===== src/yma_pkg.sv =====
`timescale 1ns / 1ps
// shared types and constants for the yuv matrix to argb pixel pipeline
// no dependencies

package yma_pkg;

	localparam int SAMPLE_W = 16;
	localparam int COEF_W   = 16;
	localparam int REG_W    = 48;
	localparam int NUM_CH   = 3;
	localparam int PROD_W   = SAMPLE_W + COEF_W;
	localparam int SUM_W    = PROD_W + 2;
	localparam int BYTE_W   = 8;
	localparam int IDX_W    = 3;

	localparam logic [BYTE_W-1:0] ALPHA_MAX = 8'd255;

	localparam logic [IDX_W-1:0] REG_ROW0  = 3'd0;
	localparam logic [IDX_W-1:0] REG_ROW1  = 3'd1;
	localparam logic [IDX_W-1:0] REG_ROW2  = 3'd2;
	localparam logic [IDX_W-1:0] REG_OFFS  = 3'd3;
	localparam logic [IDX_W-1:0] REG_AMODE = 3'd4;

	// stage advance enables
	typedef struct packed {
		logic s1;
		logic s2;
		logic s3;
		logic s4;
	} adv_t;

	// raw side data traveling with a word
	typedef struct packed {
		logic signed [SAMPLE_W-1:0] alpha;
		logic                       last;
	} side_t;

	// side data after alpha resolve
	typedef struct packed {
		logic [BYTE_W-1:0] alpha;
		logic              last;
	} pix_side_t;

	typedef logic [NUM_CH-1:0][PROD_W-1:0] prod_row_t;

endpackage


===== src/yma_clamp_stage.sv =====
`timescale 1ns / 1ps
// stage 4: clamp each channel to 0..alpha and drive the output registers
// depends on yma_pkg

module yma_clamp_stage #(
	parameter int CH_W = 23
) (
	input  logic                                 clk,
	input  yma_pkg::adv_t                        adv,
	input  logic [yma_pkg::NUM_CH-1:0][CH_W-1:0] chan_s3,
	input  yma_pkg::pix_side_t                   side_s3,
	output logic [yma_pkg::NUM_CH-1:0][yma_pkg::BYTE_W-1:0] chan_s4,
	output yma_pkg::pix_side_t                   side_s4
);

	logic [yma_pkg::NUM_CH-1:0][yma_pkg::BYTE_W-1:0] clamp_d;
	logic signed [CH_W-1:0]                          top;

	assign top = $signed(CH_W'(side_s3.alpha));

	// alpha zero clamps every channel to zero
	always_comb begin
		for (int c = 0; c < yma_pkg::NUM_CH; c++) begin
			if ($signed(chan_s3[c]) < 0) begin
				clamp_d[c] = '0;
			end else if ($signed(chan_s3[c]) > top) begin
				clamp_d[c] = side_s3.alpha;
			end else begin
				clamp_d[c] = chan_s3[c][yma_pkg::BYTE_W-1:0];
			end
		end
	end

	always_ff @(posedge clk) begin
		if (adv.s4) begin
			chan_s4 <= clamp_d;
			side_s4 <= side_s3;
		end
	end

endmodule


===== config.mk =====
export PLATFORM = sky130hd
export DESIGN_NAME = yma_clamp_stage
export DESIGN_NICKNAME = d
export VERILOG_FILES = /design/src/yma_pkg.sv /design/src/yma_clamp_stage.sv
export SDC_FILE = /design/constraint.sdc
export NUM_CORES = 1
export LEC_CHECK = 0
export BUFFER_PORTS_ARGS = -buffer_cell sky130_fd_sc_hd__buf_2
export CAP_MARGIN = 5
export CORE_ASPECT_RATIO = 0.7
export CORE_MARGIN = 1
export CORE_UTILIZATION = 41
export DETAILED_ROUTE_END_ITERATION = 8
export HOLD_SLACK_MARGIN = 0.08
export PLACE_DENSITY = 0.77
export SLEW_MARGIN = 15
export SYNTH_ARGS = -nofsm -noshare
export SYNTH_HDL_FRONTEND = slang
export SYNTH_SLANG_ARGS = --single-unit

===== constraint.sdc =====
create_clock -name clk -period 2.3 [get_ports clk]
set_clock_uncertainty 0.2 [all_clocks]
set_input_delay 0.46 -clock clk [delete_from_list [all_inputs] [get_ports clk]]
set_output_delay 0.46 -clock clk [all_outputs]
set_load 0.02 [all_outputs]

### Yosys cells after proc, flatten, opt, wreduce, memory -nomap -nowiden

Index checks and enable logic that the tools add are counted.

| word-level totals | value |
|---|---|
| register bits after elaboration | 33 |
| output and inout port bits | 33 |
| logic and storage cells | 14 |

| operators by class | value |
|---|---|
| magnitude comparators | 6 |
| multiplexer cells | 3 |

Operators by type and width:

| cell | count |
|---|---|
| 23-bit by 9-bit > comparator with 1-bit output | 3 |
| 23-bit by 1-bit < comparator with 1-bit output, second input constant | 3 |
| 8-bit 2-to-1 mux | 3 |

### Longest topological paths before layout

| depth | value |
|---|---|
| word-level depth | 2 |
| depth in mapped cells | 9 |
| gate-level depth less buffers | 8 |

### Worst setup path before layout

No wires, ideal clock.

| timing | value |
|---|---|
| path kind | input to register |
| from | input side_s3[5] (netlist name) |
| to | register chan_s4[1] (netlist name) (data pin) |
| setup time | 0.259 ns |
| data arrival time | 1.909 ns |
| data required time | 1.841 ns |
| setup slack | -0.068 ns |
| stages on the path | 8 |
| cell sequence | inv_1 ha_1 a21oi_1 nor2_1 a2111oi_4 nand2_1 a41oi_1 nand2_1 |

| on the way | value |
|---|---|
| cells in the longest elaborated chain, start to end | 2 |

RTL lines:

| item | line | RTL |
|---|---|---|
| start, declared | yma_clamp_stage.sv:11 | `input yma_pkg::pix_side_t side_s3,` |
| 23-bit by 9-bit > comparator with 1-bit output | yma_clamp_stage.sv:26 | `end else if ($signed(chan_s3[c]) > top) begin` |
| 8-bit 2-to-1 mux | yma_clamp_stage.sv:26 |  |
| end signal, assigned | yma_clamp_stage.sv:36 | `chan_s4 <= clamp_d;` |
| end, declared | yma_clamp_stage.sv:12 | `output logic [yma_pkg::NUM_CH-1:0][yma_pkg::BYTE_W-1:0] chan_s4,` |

Every way passes these cells.
A chain may end at the register's enable or synchronous reset.

### Final worst setup path

| timing | value |
|---|---|
| from | input side_s3[5] (netlist name) |
| to | register chan_s4[13] (netlist name) (data pin) |

The elaborated chain is that of the path after synthesis.

==> results by group <==
Status
  • Status: completed

Yosys
  • Net Count, Synth: around 300
  • Post-Syn Instances: roughly 190
  • Syn Area/Cell: roughly 11 um^2
  • Synth cell types: 31
  • Register bit count reported by yosys: 33
  • YS warnings: 0
  • Mapped Area: ~0.0022 mm^2
  • Register area share after synthesis: a little under half

Cells and area
  • Fillers: 448
  • Area delta synth->final: 44.6%
  • Layout Utilization: between 60% and 70%
  • Area of the multi-input gates: 0.00119 mm^2
  • Leading cell type in the layout, fill and taps excluded: buf_2
  • Non-Filler Instances: 400
  • Most frequent cells in the layout: buf_2 (112), edfxtp_1 (33), ha_1 (21), buf_4 (19)
  • Register area: roughly 990 um^2
  • Layout cells sized above 1: 47.1%
  • Nets@finish: about 440
  • ANT cells: 0

STA
  • Max-slew violations: 0
  • Final min period: approximately 2200 ps
  • Worst setup margin: 69.6 ps
  • Least-Margin Pin Slew: 505 ps
  • Final setup violation count: 0
  • Fin crit share: a little over nine tenths
  • Final hold vios: 0
  • Unrepaired setup endpoints after global routing: true
  • Max Clock Freq: 0.448 GHz
  • Max-slew headroom: 66.2%
  • TNS Setup: 0 ps

Global route
  • Global route overflow: 0
  • First-pass GRT wire length: about 9 mm
  • Largest net degree at the start of global routing: 19
  • Tot GR Track Use: 21.1%
  • Number of global-route vias before repair: 1970
  • Initial antenna violation count: 0

Pwr
  • Max VDD drop: between 0.2 and 0.3 mV
  • PnR Total Power: between 1.5 and 2 mW
  • Pwr dens: ~540 mW/mm^2
  • LEAKAGE: about 1.4 nW

Detailed routing
  • Drt total wl: 5.97 mm
  • Met3 routed WL: ~580 um
  • Routed vias/inst: about 5.5
  • Post-route DRC violation count: 0
  • Post-route ant nets: 0
  • Routed wl met2: 2.71 mm
  • Number of DRC markers in iteration 0: 93
  • Initial DRT Pass Iterations: 4
  • Uppermost routed layer: met4
  • M1 WL: around 2.7 mm
  • Vias: between 2000 and 2500
  • Wire per inst: about 15 um

Placement
  • Dpl hpwl: around 4.7 mm
  • Post-place setup slack: -271 ps
  • IO buf count: ~110
  • Inst Count DP: approximately 390
  • Final Wtd Congestion: 0.813

Floorplanning
  • Core area: slightly below 0.005 mm^2
  • Die height: 63.1 um
  • Starting Density: 44.2%
  • Die area: about 0.0056 mm^2
  • FP Rows: 21
  • Die width: 89.2 um
  • Num ports: around 120

CTS
  • CTS root buf: clkbuf_8
  • H-tree depth: 2
  • Clock slew at reported path FFs: around 70 ps
  • Clk buf depth: 2
  • TritonCTS Buffers: 5
  • CTS tree: built
  • Hold buffer count at cts: 0
  • Clk sinks: 33

Run
  • Max-cap violation count: 0

Hold path
  • HP Class: in2reg

Critical path
  • Maximum fanout along the worst path: 8
  • Critical path endpoint category: flip-flop
  • Critical Path AT: slightly above 2000 ps
  • Worst Path Required: 2130 ps
  • Critical path class: in2reg
  • CP Launch Type: input port
[final cells by class]
class	count	area share, %
tap	69	2.73
clock buffer	6	2.30
clock inverter	2	1.07
timing repair buffer	133	23.2
inverter	13	1.62
sequential	33	31.4
multi-input combinational	144	37.7
[per-layer routing]
| layer | vias up | GRT usage, % |
|---|---|---|
| li1 | 1061 | - |
| met1 | 1018 | 29.2 |
| met2 | 111 | 33.9 |
| met3 | 2 | 4.72 |
| met4 | 0 | 4.17 |
| met5 | - | 0 |
[state kept, by name (all words and copies together), names as in the netlist]
signal and flops:
side_s4 9, chan_s4 24
[power by group]
group,internal [mW],switching [mW]
sequential,0.721,0.0114
combinational,0.197,0.252
clock,0.320,0.215
[stage by stage]
stage / hold slack [ps] / area (um^2)
5_1_grt: 142 / 3160
2_1_floorplan: 359 / 2220
6_report: 155 / 3160
4_1_cts: 148 / 3120
3_5_place_dp: 439 / 3010
3_3_place_gp: 437 / 3010
[timing repair]
item	4_1_cts	5_1_grt
endpoints found under the setup margin	0	21
gates resized for setup	0	13
buffers inserted	0	1
[critical path: stages]
cell	delay [ps]
buf_2	120
inv_4	50
ha_1	280
nand4_1	150
nor2_2	80
nor4b_2	270
o21ai_1	130
and3b_2	310
a22o_1	200
[path summary, 6_finish.rpt]
kind          end       start  slack [ps]  depth (start not counted)
max   chan_s4[13]  side_s3[5]          70                          9
min    side_s4[0]  side_s3[0]         150                          1
[cells by family (layout without fill, tap and decap cells)]
kind of cell             Yosys count  in the layout  share of synthesized area, %
AND/OR/NAND/NOR                   66             66                          18.6
adder cells (fa/ha/maj)           24             24                          13.7
multiplexers                       1              1                         0.458
buffers and inverters             17            154                          3.26
AO/OA/AOI/OAI                     53             53                          18.6
flip-flops                        33             33                          45.4
[synth_stat cells]
library cell,number,area [um^2]
or3_1,1,6.26
inv_1,13,48.8
edfxtp_1,33,991
nor3_1,3,15.0
a22o_1,8,70.1
a21oi_1,8,40.0
a41oi_1,8,70.1
o21ai_1,1,5.00
a211oi_1,1,7.51
o21bai_1,1,7.51
nand3b_1,8,60.1
and3b_1,1,8.76
o22ai_1,1,6.26
clkbuf_1,3,11.3
buf_6,1,11.3
and4b_1,7,70.1
a31oi_4,1,21.3
o21a_1,4,30.0
nand3_1,2,10.0
ha_1,24,300
or4_1,2,15.0
nand2_1,11,41.3
nand4_1,7,43.8
mux2i_1,1,10.0
nor4_1,7,43.8
nor2_1,7,26.3
o21ai_0,12,60.1
nor2b_1,9,56.3
a2111oi_4,1,27.5
a32oi_1,7,61.3
nor4b_1,1,8.76
(Power assumes the default switching activity.)
