### config.mk
export PLATFORM = sky130hd
export DESIGN_NAME = yma_acc_stage
export DESIGN_NICKNAME = d
export VERILOG_FILES = /design/src/yma_pkg.sv /design/src/yma_acc_stage.sv
export SDC_FILE = /design/constraint.sdc
export NUM_CORES = 1
export LEC_CHECK = 0
export ABC_AREA = 1
export BUFFER_PORTS_ARGS = -buffer_cell sky130_fd_sc_hd__clkbuf_2
export CAP_MARGIN = 20
export CORE_ASPECT_RATIO = 0.6
export CORE_MARGIN = 8
export CORE_UTILIZATION = 40
export CTS_CLUSTER_SIZE = 20
export DETAILED_ROUTE_END_ITERATION = 6
export HOLD_SLACK_MARGIN = 0.05
export PLACE_DENSITY = 0.69
export REMOVE_ABC_BUFFERS = 1
export SLEW_MARGIN = 20
export SYNTH_ARGS = -nofsm -noshare
export SYNTH_HDL_FRONTEND = slang
export SYNTH_SLANG_ARGS = --single-unit
### constraint.sdc
create_clock -name clk -period 2.6 [get_ports clk]
set_input_delay 0.39 -clock clk [delete_from_list [all_inputs] [get_ports clk]]
set_output_delay 0.39 -clock clk [all_outputs]
set_load 0.005 [all_outputs]
### src/yma_pkg.sv
`timescale 1ns / 1ps
// shared types and constants for the yuv matrix to argb pixel pipeline
// no dependencies

package yma_pkg;

	localparam int SAMPLE_W = 16;
	localparam int COEF_W   = 16;
	localparam int REG_W    = 48;
	localparam int NUM_CH   = 3;
	localparam int PROD_W   = SAMPLE_W + COEF_W;
	localparam int SUM_W    = PROD_W + 2;
	localparam int BYTE_W   = 8;
	localparam int IDX_W    = 3;

	localparam logic [BYTE_W-1:0] ALPHA_MAX = 8'd255;

	localparam logic [IDX_W-1:0] REG_ROW0  = 3'd0;
	localparam logic [IDX_W-1:0] REG_ROW1  = 3'd1;
	localparam logic [IDX_W-1:0] REG_ROW2  = 3'd2;
	localparam logic [IDX_W-1:0] REG_OFFS  = 3'd3;
	localparam logic [IDX_W-1:0] REG_AMODE = 3'd4;

	// stage advance enables
	typedef struct packed {
		logic s1;
		logic s2;
		logic s3;
		logic s4;
	} adv_t;

	// raw side data traveling with a word
	typedef struct packed {
		logic signed [SAMPLE_W-1:0] alpha;
		logic                       last;
	} side_t;

	// side data after alpha resolve
	typedef struct packed {
		logic [BYTE_W-1:0] alpha;
		logic              last;
	} pix_side_t;

	typedef logic [NUM_CH-1:0][PROD_W-1:0] prod_row_t;

endpackage

### src/yma_acc_stage.sv
`timescale 1ns / 1ps
// stages 2 and 3: product sum with rounding, then shift, offset and alpha resolve
// depends on yma_pkg

module yma_acc_stage #(
	parameter int FRACTION_BITS = 12,
	parameter int CH_W          = yma_pkg::SUM_W - FRACTION_BITS + 1
) (
	input  logic                                     clk,
	input  yma_pkg::adv_t                            adv,
	input  yma_pkg::prod_row_t [yma_pkg::NUM_CH-1:0] prod_s1,
	input  yma_pkg::side_t                           side_s1,
	input  logic [yma_pkg::REG_W-1:0]                offsets,
	input  logic                                     alpha_mode,
	output logic [yma_pkg::NUM_CH-1:0][CH_W-1:0]     chan_s3,
	output yma_pkg::pix_side_t                       side_s3
);

	localparam int SUM_W = yma_pkg::SUM_W;
	localparam int SHR_W = SUM_W - FRACTION_BITS;
	localparam logic [SUM_W-1:0] RND = SUM_W'(1) << (FRACTION_BITS - 1);

	logic [yma_pkg::NUM_CH-1:0][SUM_W-1:0] sum_d;
	logic [yma_pkg::NUM_CH-1:0][SUM_W-1:0] sum_s2;
	logic [yma_pkg::NUM_CH-1:0][CH_W-1:0]  chan_d;
	logic [yma_pkg::NUM_CH-1:0][SUM_W-1:0] shr;
	yma_pkg::side_t                        side_s2;
	logic [yma_pkg::BYTE_W-1:0]            alpha_d;

	always_comb begin
		for (int c = 0; c < yma_pkg::NUM_CH; c++) begin
			sum_d[c] = SUM_W'($signed(prod_s1[c][0])) + SUM_W'($signed(prod_s1[c][1]))
				+ SUM_W'($signed(prod_s1[c][2])) + RND;
		end
	end

	always_comb begin
		for (int c = 0; c < yma_pkg::NUM_CH; c++) begin
			shr[c]    = $signed(sum_s2[c]) >>> FRACTION_BITS;
			chan_d[c] = CH_W'($signed(shr[c][SHR_W-1:0]))
				+ CH_W'($signed(offsets[yma_pkg::COEF_W*c +: yma_pkg::COEF_W]));
		end
	end

	always_comb begin
		if (!alpha_mode) begin
			alpha_d = yma_pkg::ALPHA_MAX;
		end else if (side_s2.alpha < 0) begin
			alpha_d = '0;
		end else if (side_s2.alpha > $signed({8'd0, yma_pkg::ALPHA_MAX})) begin
			alpha_d = yma_pkg::ALPHA_MAX;
		end else begin
			alpha_d = side_s2.alpha[yma_pkg::BYTE_W-1:0];
		end
	end

	always_ff @(posedge clk) begin
		if (adv.s2) begin
			sum_s2  <= sum_d;
			side_s2 <= side_s1;
		end
		if (adv.s3) begin
			chan_s3       <= chan_d;
			side_s3.alpha <= alpha_d;
			side_s3.last  <= side_s2.last;
		end
	end

endmodule

Word level (Yosys, flattened, before mapping)

Cells that the tools add are included.

Register bits after elaboration: 197
Input bits: 359
Output and inout port bits: 78
Logic and storage cells: 26

$lt $le $gt $ge: 2
Mux-type cells: 2
Add/sub/neg operators: 12

Operators with widths:

| cell                                                           | count |
|---|---|
| adder 33 x 32 -> 34 bit                                        | 3 |
| adder 34 x 12 -> 34 bit, second input constant                 | 3 |
| adder 32 x 32 -> 33 bit                                        | 3 |
| adder 22 x 16 -> 23 bit                                        | 3 |
| greater-than comparator 16 x 9 -> 1 bit, second input constant | 1 |
| < comparator 16 x 1 -> 1 bit, second input constant            | 1 |
| 2-to-1 mux 8 bit                                               | 2 |

Depth between registers and ports, before layout

Gate-level depths: netlist of the first run.

Depth in word-level cells: 3
Mapped depth: 17
Mapped depth without buffers: 17

Worst setup path before layout of the first run

No wires, ideal clock.

Path kind: input port to flip-flop
From: input port prod_s1[202] in the netlist's numbering
To: register sum_s2, in the netlist shr[86] (data pin)
Stages: 13
Path buffers: 0
Data required time: 2.348 ns
Library setup time: 0.252 ns
Path slack: -0.002 ns
Arrival time: 2.350 ns
Path through: inv_1 > fa_1 > inv_1 > fa_1 > ha_1 > a21oi_1 > o21ai_0 > a21oi_1 > nand2_2 > nand2_1 > nand2_1 > nand2_1 > nand2_1

RTL lines:

| item                   | line                | text |
|---|---|---|
| start: declaration     | yma_acc_stage.sv:11 | `input yma_pkg::prod_row_t [yma_pkg::NUM_CH-1:0] prod_s1,` |
| end signal: assignment | yma_acc_stage.sv:59 | `sum_s2 <= sum_d;` |
| end: declaration       | yma_acc_stage.sv:24 | `logic [yma_pkg::NUM_CH-1:0][SUM_W-1:0] sum_s2;` |

==> impl_metrics.toml, run 1 <==
[run_status]
status = "finished, final reports clean"

[floorplanning]
initial_utilization_pct = 40.1
fp.dieW_um = 302
chipHeight_um = 188
row_count = 63
dieArea_um2 = 56600
core_area_um2 = 48900
ios = 437

[grt]
gr-usage-all-layers_pct = 21.7
grt_antenna_before_repair = 3
grt_pass1_wl_mm = 98.0
grt_pass1_vias = 18300
grt_max_degree = 43
overflow = 0

[critical_path]
worstSetupStartpointType = "primary input"
critPathArrivalTime_ns = 2.75
cp_top_family = "adder cells"
path_max_fanout = 3
critPathKind = "in -> reg"
critPathCaptureType = "register"
critPathBufInv = 5
worstPathCellList = "clkbuf_2 > inv_1 > fa_1 > inv_1 > fa_1 > ha_4 > nand2_2 > buf_4 > buf_4 > nor3_2 > nand2_1 > nand2_2 > nand2_1 > nand3_1 > nand2_1"
critPathRequiredTime_ns = 2.79
cp_slowest_cell = "fa_1"
slowest_delay_ns = 0.45
cpMostUsedCell = "nand2_1"

[clock_tree]
cts_tree = "yes"
clk_latency_ns = 0.45
htree_levels = 4
clk_pin_slew_worst_paths_ns = 0.07
clock_sinks = 161
hold_buffers = 0
clock_path_buffers = 2
cts-root-buf = "clkbuf_16"
numCtsBuffers = 17

[min_path]
hold_path_class = "in -> reg"

[sta]
finalHoldViolCount = 0
rsz0062_at_grt = "true"
period_needed_ns = 2.56
fin_skew_ns = 0.0178
finalCritPeriodShare_pct = 98.6
relSlewSlack_pct = 53.1
setup_tns_ns = 0
maxSlewViolCount = 0
finalSetupViolCount = 0
tightest_slew_ns = 0.703
max_freq_ghz = 0.390

[finish]
drive_above_1_share_pct = 23.6
final_nets = 4097
n_fill_cell = 4790
multiInputGateArea_um2 = 12600
post-route-util_pct = 51.3
register_area_um2 = 4830
area_growth_pct = 27.9

[synthesis]
syn_inst = 2767
synth-async-reset-ratio_pct = 0
ys_warn_count = 0
syn_area_um2 = 19600
synth_seq_cells = 161
synthFlopType = "edfxtp_1"
synth-edff-count = 161
netlist-cell-type-count = 25
yosysSeqAreaShare_pct = 24.7
syn_area_per_cell_um2 = 7.09

[placement]
dp_hpwl_mm = 55.5
gp_congestion = 1.01
port_buffers = 434

[pwr]
p_seq_share_pct = 24.0
p_leak_nw = 14.4
fin_total_pwr_w = 0.0188
switching_share_pct = 46.0
internal-power_w = 0.0102
p_sw_w = 0.00866
pwr-share-clk_pct = 13.6
p_comb_share_pct = 62.4
power_density_nw_per_um2 = 751
peakVddDrop_mv = 0.430

[detailed_routing]
drt_wl_total_mm = 63.4
via_count = 19500
wire_per_inst_um = 15.6
drt_iter0_markers = 1641
drtPass1Iterations = 5
drtAntennaViolNets = 0
vias_per_cell = 4.81
post-route-drc-count = 0

[job]
cap_violations = 0
-- final timing paths --
check	start	endpoint	slack, ns	depth (start not counted)
setup / recovery	prod_s1[106]	shr[55]	0.04	15
hold / removal	side_s1[15]	side_s2[15]	0.12	1
setup reg to reg	shr[40]	chan_s3[38]	0.31	7
hold reg to reg	side_s2[0]	side_s3[0]	0.43	0
-- metal layers --
metal	wire length, µm	global-route usage, %	share of wire [%]	vias to the layer above
met5	0	0	0	-
met3	5610	4.46	8.8	42
met1	32100	34.4	51	8860
met2	25000	30.4	39	745
met4	669	3.25	1.1	0
li1	-	-	-	9856
-- power by group through the flow --
stage | clock network (W) | registers [W] | logic (W)
global route | 0.00270 | 0.00458 | 0.0131
CTS | 0.00262 | 0.00452 | 0.0111
floorplan | 0 | 0.00447 | 0.00652
detailed placement | 0 | 0.00457 | 0.0110
global placement | 0 | 0.00454 | 0.0109
finish | 0.00255 | 0.00452 | 0.0118
-- registers in the layout, summed over array words and instances, names as in the netlist --
| name | cells |
|---|---|
| chan_s3 | 69 |
| shr | 66 |
| side_s2 | 17 |
| side_s3 | 9 |
-- through the flow --
step | instance area, µm² | worst slack, ns | instances | hold WS, ns
detailed placement | 23900 | -0.472 | 4020 | 0.408
global placement | 23900 | -0.454 | 4020 | 0.408
floorplan | 19600 | -0.00201 | 2766 | 0.400
global route | 25100 | -0.0608 | 4055 | 0.0993
finish | 25100 | 0.0374 | 4055 | 0.117
CTS | 24500 | 0.0000318 | 4052 | 0.0934
-- final cells by class --
| class | instances | area share, % |
|---|---|---|
| Inverter | 729 | 10.9 |
| Clock inverter | 14 | 0.609 |
| Multi-Input combinational cell | 1876 | 50.2 |
| Antenna cell | 2 | 0.0200 |
| Tap cell | 650 | 3.24 |
| Sequential cell | 161 | 19.3 |
| Clock buffer | 18 | 1.71 |
| Timing Repair Buffer | 605 | 14.0 |
-- layout by cell type, fill, tap and decap left out, types with 93 or more instances in the layout --
cell,n
a21oi_1,142
buf_4,169
clkbuf_2,432
edfxtp_1,161
fa_1,96
ha_1,231
inv_1,727
nand2_1,692
nand3_1,93
nor2_1,194
-- synth_stat cells, types with 29 or more instances --
library cell | number | area, µm²
nor2_1 | 209 | 785
inv_1 | 727 | 2730
edfxtp_1 | 161 | 4830
nand2_1 | 713 | 2680
nor3_1 | 29 | 145
a21oi_1 | 190 | 951
o21ai_0 | 107 | 536
nand2_2 | 30 | 188
ha_1 | 252 | 3150
xor2_1 | 51 | 447
nand3_1 | 93 | 465
fa_1 | 96 | 1920
-- repair_timing --
action,4_1_cts,5_1_grt
endpoints found under the setup margin,0,50
hold endpoints to repair,0,0
setup buffers,0,1
resized for setup,0,141
-- kinds of logic after synthesis --
group	count (synthesis)	synth area share, %
DFF	161	24.7
and+or+nand+nor	1127	23.7
AOI/OAI and AO/OA	338	9.03
buffers and inverters	730	14.0
xor gates and xnor gates	63	2.81
adders and majority gates	348	25.9
Power figures use the tool's default switching activity.
==> run 2: changes to the inputs <==
Settings changed: SETUP_SLACK_MARGIN set to 0.1, SLEW_MARGIN 20 to not set, TNS_END_PERCENT set to 1.
==> run 2 against run 1 <==
Against the previous run: setup slack better by 0.034 ns; non-clock buffer count up 2; final cell count about the same; worst hold slack better by 0.0019 ns; die area unchanged; critical path depth unchanged; sequential cell count unchanged; clock skew about the same.
==> impl_metrics.toml, run 2 (same netlist as run 1, synthesis figures left out) <==
[run_status]
status = "finished, final reports clean"

[sta]
whs_ns = 0.119
setup_tns_ns = 0
finalHoldViolCount = 0
tightest_slew_ns = 0.706
relSlewSlack_pct = 52.9
rsz0062_at_grt = "true"
fin_skew_ns = 0.0178
period_needed_ns = 2.53
finalCritPeriodShare_pct = 97.3
finalSetupViolCount = 0
maxSlewViolCount = 0
max_freq_ghz = 0.395

[pwr]
internal-power_w = 0.0104
p_sw_w = 0.00885
peakVddDrop_mv = 0.427
power_density_nw_per_um2 = 753
pwr-share-clk_pct = 13.3
p_seq_share_pct = 23.4
p_comb_share_pct = 63.3
p_leak_nw = 14.4
switching_share_pct = 45.9

[placement]
dp_hpwl_mm = 55.5
port_buffers = 434
gp_congestion = 1.01

[critical_path]
reg2reg_slack_ns = 0.31
worstSetupStartpointType = "primary input"
critPathRequiredTime_ns = 2.79
path_max_fanout = 3
critPathArrivalTime_ns = 2.72
critPathCaptureType = "register"
critPathKind = "in -> reg"

[finish]
area_growth_pct = 30.4
final_nets = 4099
largest_reg_flops = 69
final_cell_mix = "inv_1 (725), nand2_1 (673), clkbuf_2 (432)"
drive_above_1_share_pct = 26.0
regMostFlops = "chan_s3"
mostFrequentLayoutCell = "inv_1"

[detailed_routing]
post-route-drc-count = 0
drt_iter0_markers = 1630
vias_per_cell = 4.82
drtAntennaViolNets = 0
drt_wl_total_mm = 64.1
wire_per_inst_um = 15.8
drtPass1Iterations = 5
via_count = 19500

[grt]
grt_antenna_before_repair = 3
grt_pass1_wl_mm = 98.0
overflow = 0
grt_pass1_vias = 18300
grt_max_degree = 43
gr-usage-all-layers_pct = 21.7

[job]
cap_violations = 0

[clock_tree]
cts-root-buf = "clkbuf_16"
clock_sinks = 161
hold_buffers = 0
cts_tree = "yes"
clock_path_buffers = 2
clk_latency_ns = 0.45
htree_levels = 4
clk_pin_slew_worst_paths_ns = 0.07
numCtsBuffers = 17

[floorplanning]
ios = 437
core_area_um2 = 48900
chipHeight_um = 188
initial_utilization_pct = 40.1
fp.dieW_um = 302
row_count = 63
dieArea_um2 = 56600

[min_path]
hold_path_class = "in -> reg"
run 2: final cells by class:
type | count | area (µm²)
clock buffer | 18 | 429
tap | 650 | 813
sequential | 161 | 4830
antenna | 2 | 5.00
inverter | 729 | 2740
clock inverter | 14 | 153
multi-input combinational | 1876 | 13100
timing repair buffer | 607 | 3530
fill | 4712 | 23300
run 2: worst paths after layout:
path,startpoint,to,depth (start not counted)
worst min-delay path,side_s1[15],side_s2[15],1
worst min register to register,side_s2[0],side_s3[0],0
worst max-delay path,prod_s1[106],shr[55],15
worst max register to register,shr[40],chan_s3[38],7
run 2: metal layers:
layer  part of all wire (%)  vias to the layer above  track usage (%)  wire length [µm]
li1                       -                     9864                -                 -
met1                     50                     8945             34.4             32100
met2                     40                      703             30.4             25600
met3                    9.1                       32             4.46              5840
met4                   0.95                        0             3.25               611
met5                      0                        -                0                 0
run 2: metrics by stage:
stage / total power [W] / cell area (µm²) / utilization (%) / setup slack, ns / std cells
after CTS: 0.0182 / 24500 / 50.2 / 0.0655 / 4052
after global routing: 0.0208 / 25600 / 52.3 / 0.0163 / 4057
after global placement: 0.0155 / 23900 / 49.0 / -0.454 / 4020
final: 0.0193 / 25600 / 52.3 / 0.0711 / 4057
after detailed placement: 0.0156 / 23900 / 49.0 / -0.472 / 4020
after floorplan: 0.0110 / 19600 / - / -0.00201 / 2766
run 2: worst max-delay path, stage by stage:
cell and delay [ns]:
clkbuf_2 0.08, inv_1 0.05, fa_1 0.41, inv_1 0.07
fa_1 0.45, ha_4 0.31, nand2_2 0.07, buf_4 0.14
buf_4 0.13, nor3_2 0.15, nand2_1 0.10, nand2_4 0.13
nand2_1 0.09, nand3_1 0.08, nand2_1 0.06
run 2: power by group through the flow:
stage	Combinational, W	Clock [W]	Sequential (W)
2_1_floorplan	0.00652	0	0.00447
3_3_place_gp	0.0109	0	0.00454
6_report	0.0122	0.00256	0.00451
3_5_place_dp	0.0110	0	0.00457
4_1_cts	0.0111	0.00262	0.00452
5_1_grt	0.0135	0.00270	0.00458
run 2: repair_timing:
item / in CTS / in global routing
resized for setup: 2 / 228
pin swaps: 0 / 25
setup buffers: 0 / 3
endpoints found under the setup margin: 14 / 62
==> run 3: changes to the inputs <==
Settings changed: CORE_MARGIN 8 to not set.
==> run 3 against run 2 <==
Against the previous run: the run now ends with design-rule violations left; final area rose by 1.2%; final cell count rose by 0.42%; first-iteration DRC count increased by 13%; sequential share of layout area decreased by 0.22 points; total power grew 2.7%; clock-buffer cell count stayed put; core utilization rose by 1.5 points; non-clock buffer count increased by 28; sequential power is essentially flat; maximum frequency is essentially flat; critical path type unchanged; critical endpoint is now shr[37]; largest cell class unchanged.
==> impl_metrics.toml, run 3 (same netlist as run 1, synthesis figures left out) <==
[sta]
relSlewSlack_pct = 57.9
max_freq_ghz = 0.395
finalSetupViolCount = 0
finalHoldViolCount = 0
period_needed_ns = 2.53
tightest_slew_ns = 0.632
fin_skew_ns = 0.0110
finalCritPeriodShare_pct = 97.3
whs_ns = 0.112
rsz0062_at_grt = "true"
setup_tns_ns = 0
maxSlewViolCount = 0

[finish]
regMostFlops = "chan_s3"
multiInputGateArea_um2 = 13200
stdcell_area_um2 = 25900
mostFrequentLayoutCell = "inv_1"
final_cell_mix = "inv_1 (723), nand2_1 (664), clkbuf_2 (432)"
final_nets = 4127
largest_reg_flops = 69
fin_cells = 4074
n_fill_cell = 4649
register_area_um2 = 4830
area_growth_pct = 31.9
drive_above_1_share_pct = 27.0

[pwr]
peakVddDrop_mv = 0.513
p_sw_w = 0.00915
p_seq_share_pct = 22.8
switching_share_pct = 46.3
fin_total_pwr_w = 0.0198
p_leak_nw = 14.6
power_density_nw_per_um2 = 764
internal-power_w = 0.0106
p_comb_share_pct = 63.9
pwr-share-clk_pct = 13.3

[detailed_routing]
drt-met1-wl_mm = 32.6
route.met2.wl_mm = 25.1
via_count = 19600
drtPass1Iterations = 7
top_layer = "met4"
drtAntennaViolNets = 0
drt_wl_total_mm = 64.6
wire_per_inst_um = 15.8
vias_per_cell = 4.80
drt_iter0_markers = 1836
wl_met3_mm = 6.40
post-route-drc-count = 34

[critical_path]
reg2reg_slack_ns = 0.17
path_max_fanout = 3
worstPathCellList = "clkbuf_2 > inv_1 > fa_1 > inv_1 > ha_1 > ha_1 > nand2_1 > inv_1 > a21oi_2 > o21ai_2 > nand2_1 > nand2_2 > buf_4 > xor2_1"
cpMostUsedCell = "inv_1"
slowest_delay_ns = 0.53
cp_top_family = "adder cells"
critPathArrivalTime_ns = 2.73
critPathCaptureType = "register"
worstSetupStartpointType = "primary input"
critPathKind = "in -> reg"
critPathBufInv = 5
critPathRequiredTime_ns = 2.80
cp_slowest_cell = "fa_1"

[grt]
gr-usage-all-layers_pct = 25.4
overflow = 0
grt_pass1_wl_mm = 97.7
grt_max_degree = 48
grt_pass1_vias = 17700
grt_antenna_before_repair = 1

[floorplanning]
dieArea_um2 = 50000
chipHeight_um = 174
ios = 437
row_count = 62
fp.dieW_um = 288
initial_utilization_pct = 40.8
core_area_um2 = 48100

[placement]
dpl_cell_area_um2 = 24100
dp_hpwl_mm = 55.7
gp_congestion = 1.03
port_buffers = 434
dp_cells = 4036

[clock_tree]
cts-root-buf = "clkbuf_16"
numCtsBuffers = 17
cts_tree = "yes"
clk_pin_slew_worst_paths_ns = 0.07
hold_buffers = 0
clk_latency_ns = 0.45
htree_levels = 4
clock_sinks = 161
clock_path_buffers = 2

[run_status]
status = "finished with violations"
failed_checks = "design-rule violations"

[job]
cap_violations = 0

[min_path]
hold_path_class = "in -> reg"
-- run 3: what timing repair did --
item | 4_1_cts | 5_1_grt
gates resized for setup | 4 | 255
endpoints found under the setup margin | 27 | 66
buffers inserted | 0 | 5
pin swaps | 0 | 39
-- run 3: power by group through the flow --
stage               clock [W]  combinational, W  sequential (W)
finish                0.00263            0.0126         0.00451
global route          0.00277            0.0139         0.00458
CTS                   0.00267            0.0113         0.00451
detailed placement          0            0.0113         0.00456
global placement            0            0.0112         0.00454
floorplan                   0           0.00652         0.00447
-- run 3: worst paths after layout --
path | depth (start not counted) | start | to
worst max-delay path | 14 | prod_s1[102] | shr[37]
worst min-delay path | 1 | side_s1[10] | side_s2[10]
worst max register to register | 11 | shr[34] | chan_s3[35]
worst min register to register | 0 | side_s2[0] | side_s3[0]
-- run 3: layer usage --
metal / vias to the layer above / GRT usage [%]
met5: - / 0
li1: 9909 / -
met2: 777 / 33.8
met1: 8851 / 42.2
met3: 28 / 4.50
met4: 0 / 2.93
-- run 3: final cells by class --
type,instances,area share [%]
inverter,729,10.6
multi-input combinational,1876,51.0
tap,640,3.09
clock inverter,14,0.614
timing repair buffer,635,14.3
sequential,161,18.7
clock buffer,18,1.66
antenna,1,0.00967
-- run 3: through the flow --
step / util (%) / setup WS [ns]
floorplan: - / -0.00201
global placement: 50.1 / -0.462
detailed placement: 50.1 / -0.468
CTS: 51.3 / 0.0360
global route: 53.8 / -0.0139
finish: 53.8 / 0.0690
-- run 3: worst register-to-register path, delay by kind of cell (launching register included) --
kind	cells	cell delay (ns)
simple gates	5	0.65
xor+xnor	1	0.18
fa+ha+maj	2	0.70
flops	1	0.33
buf+inv	3	0.35
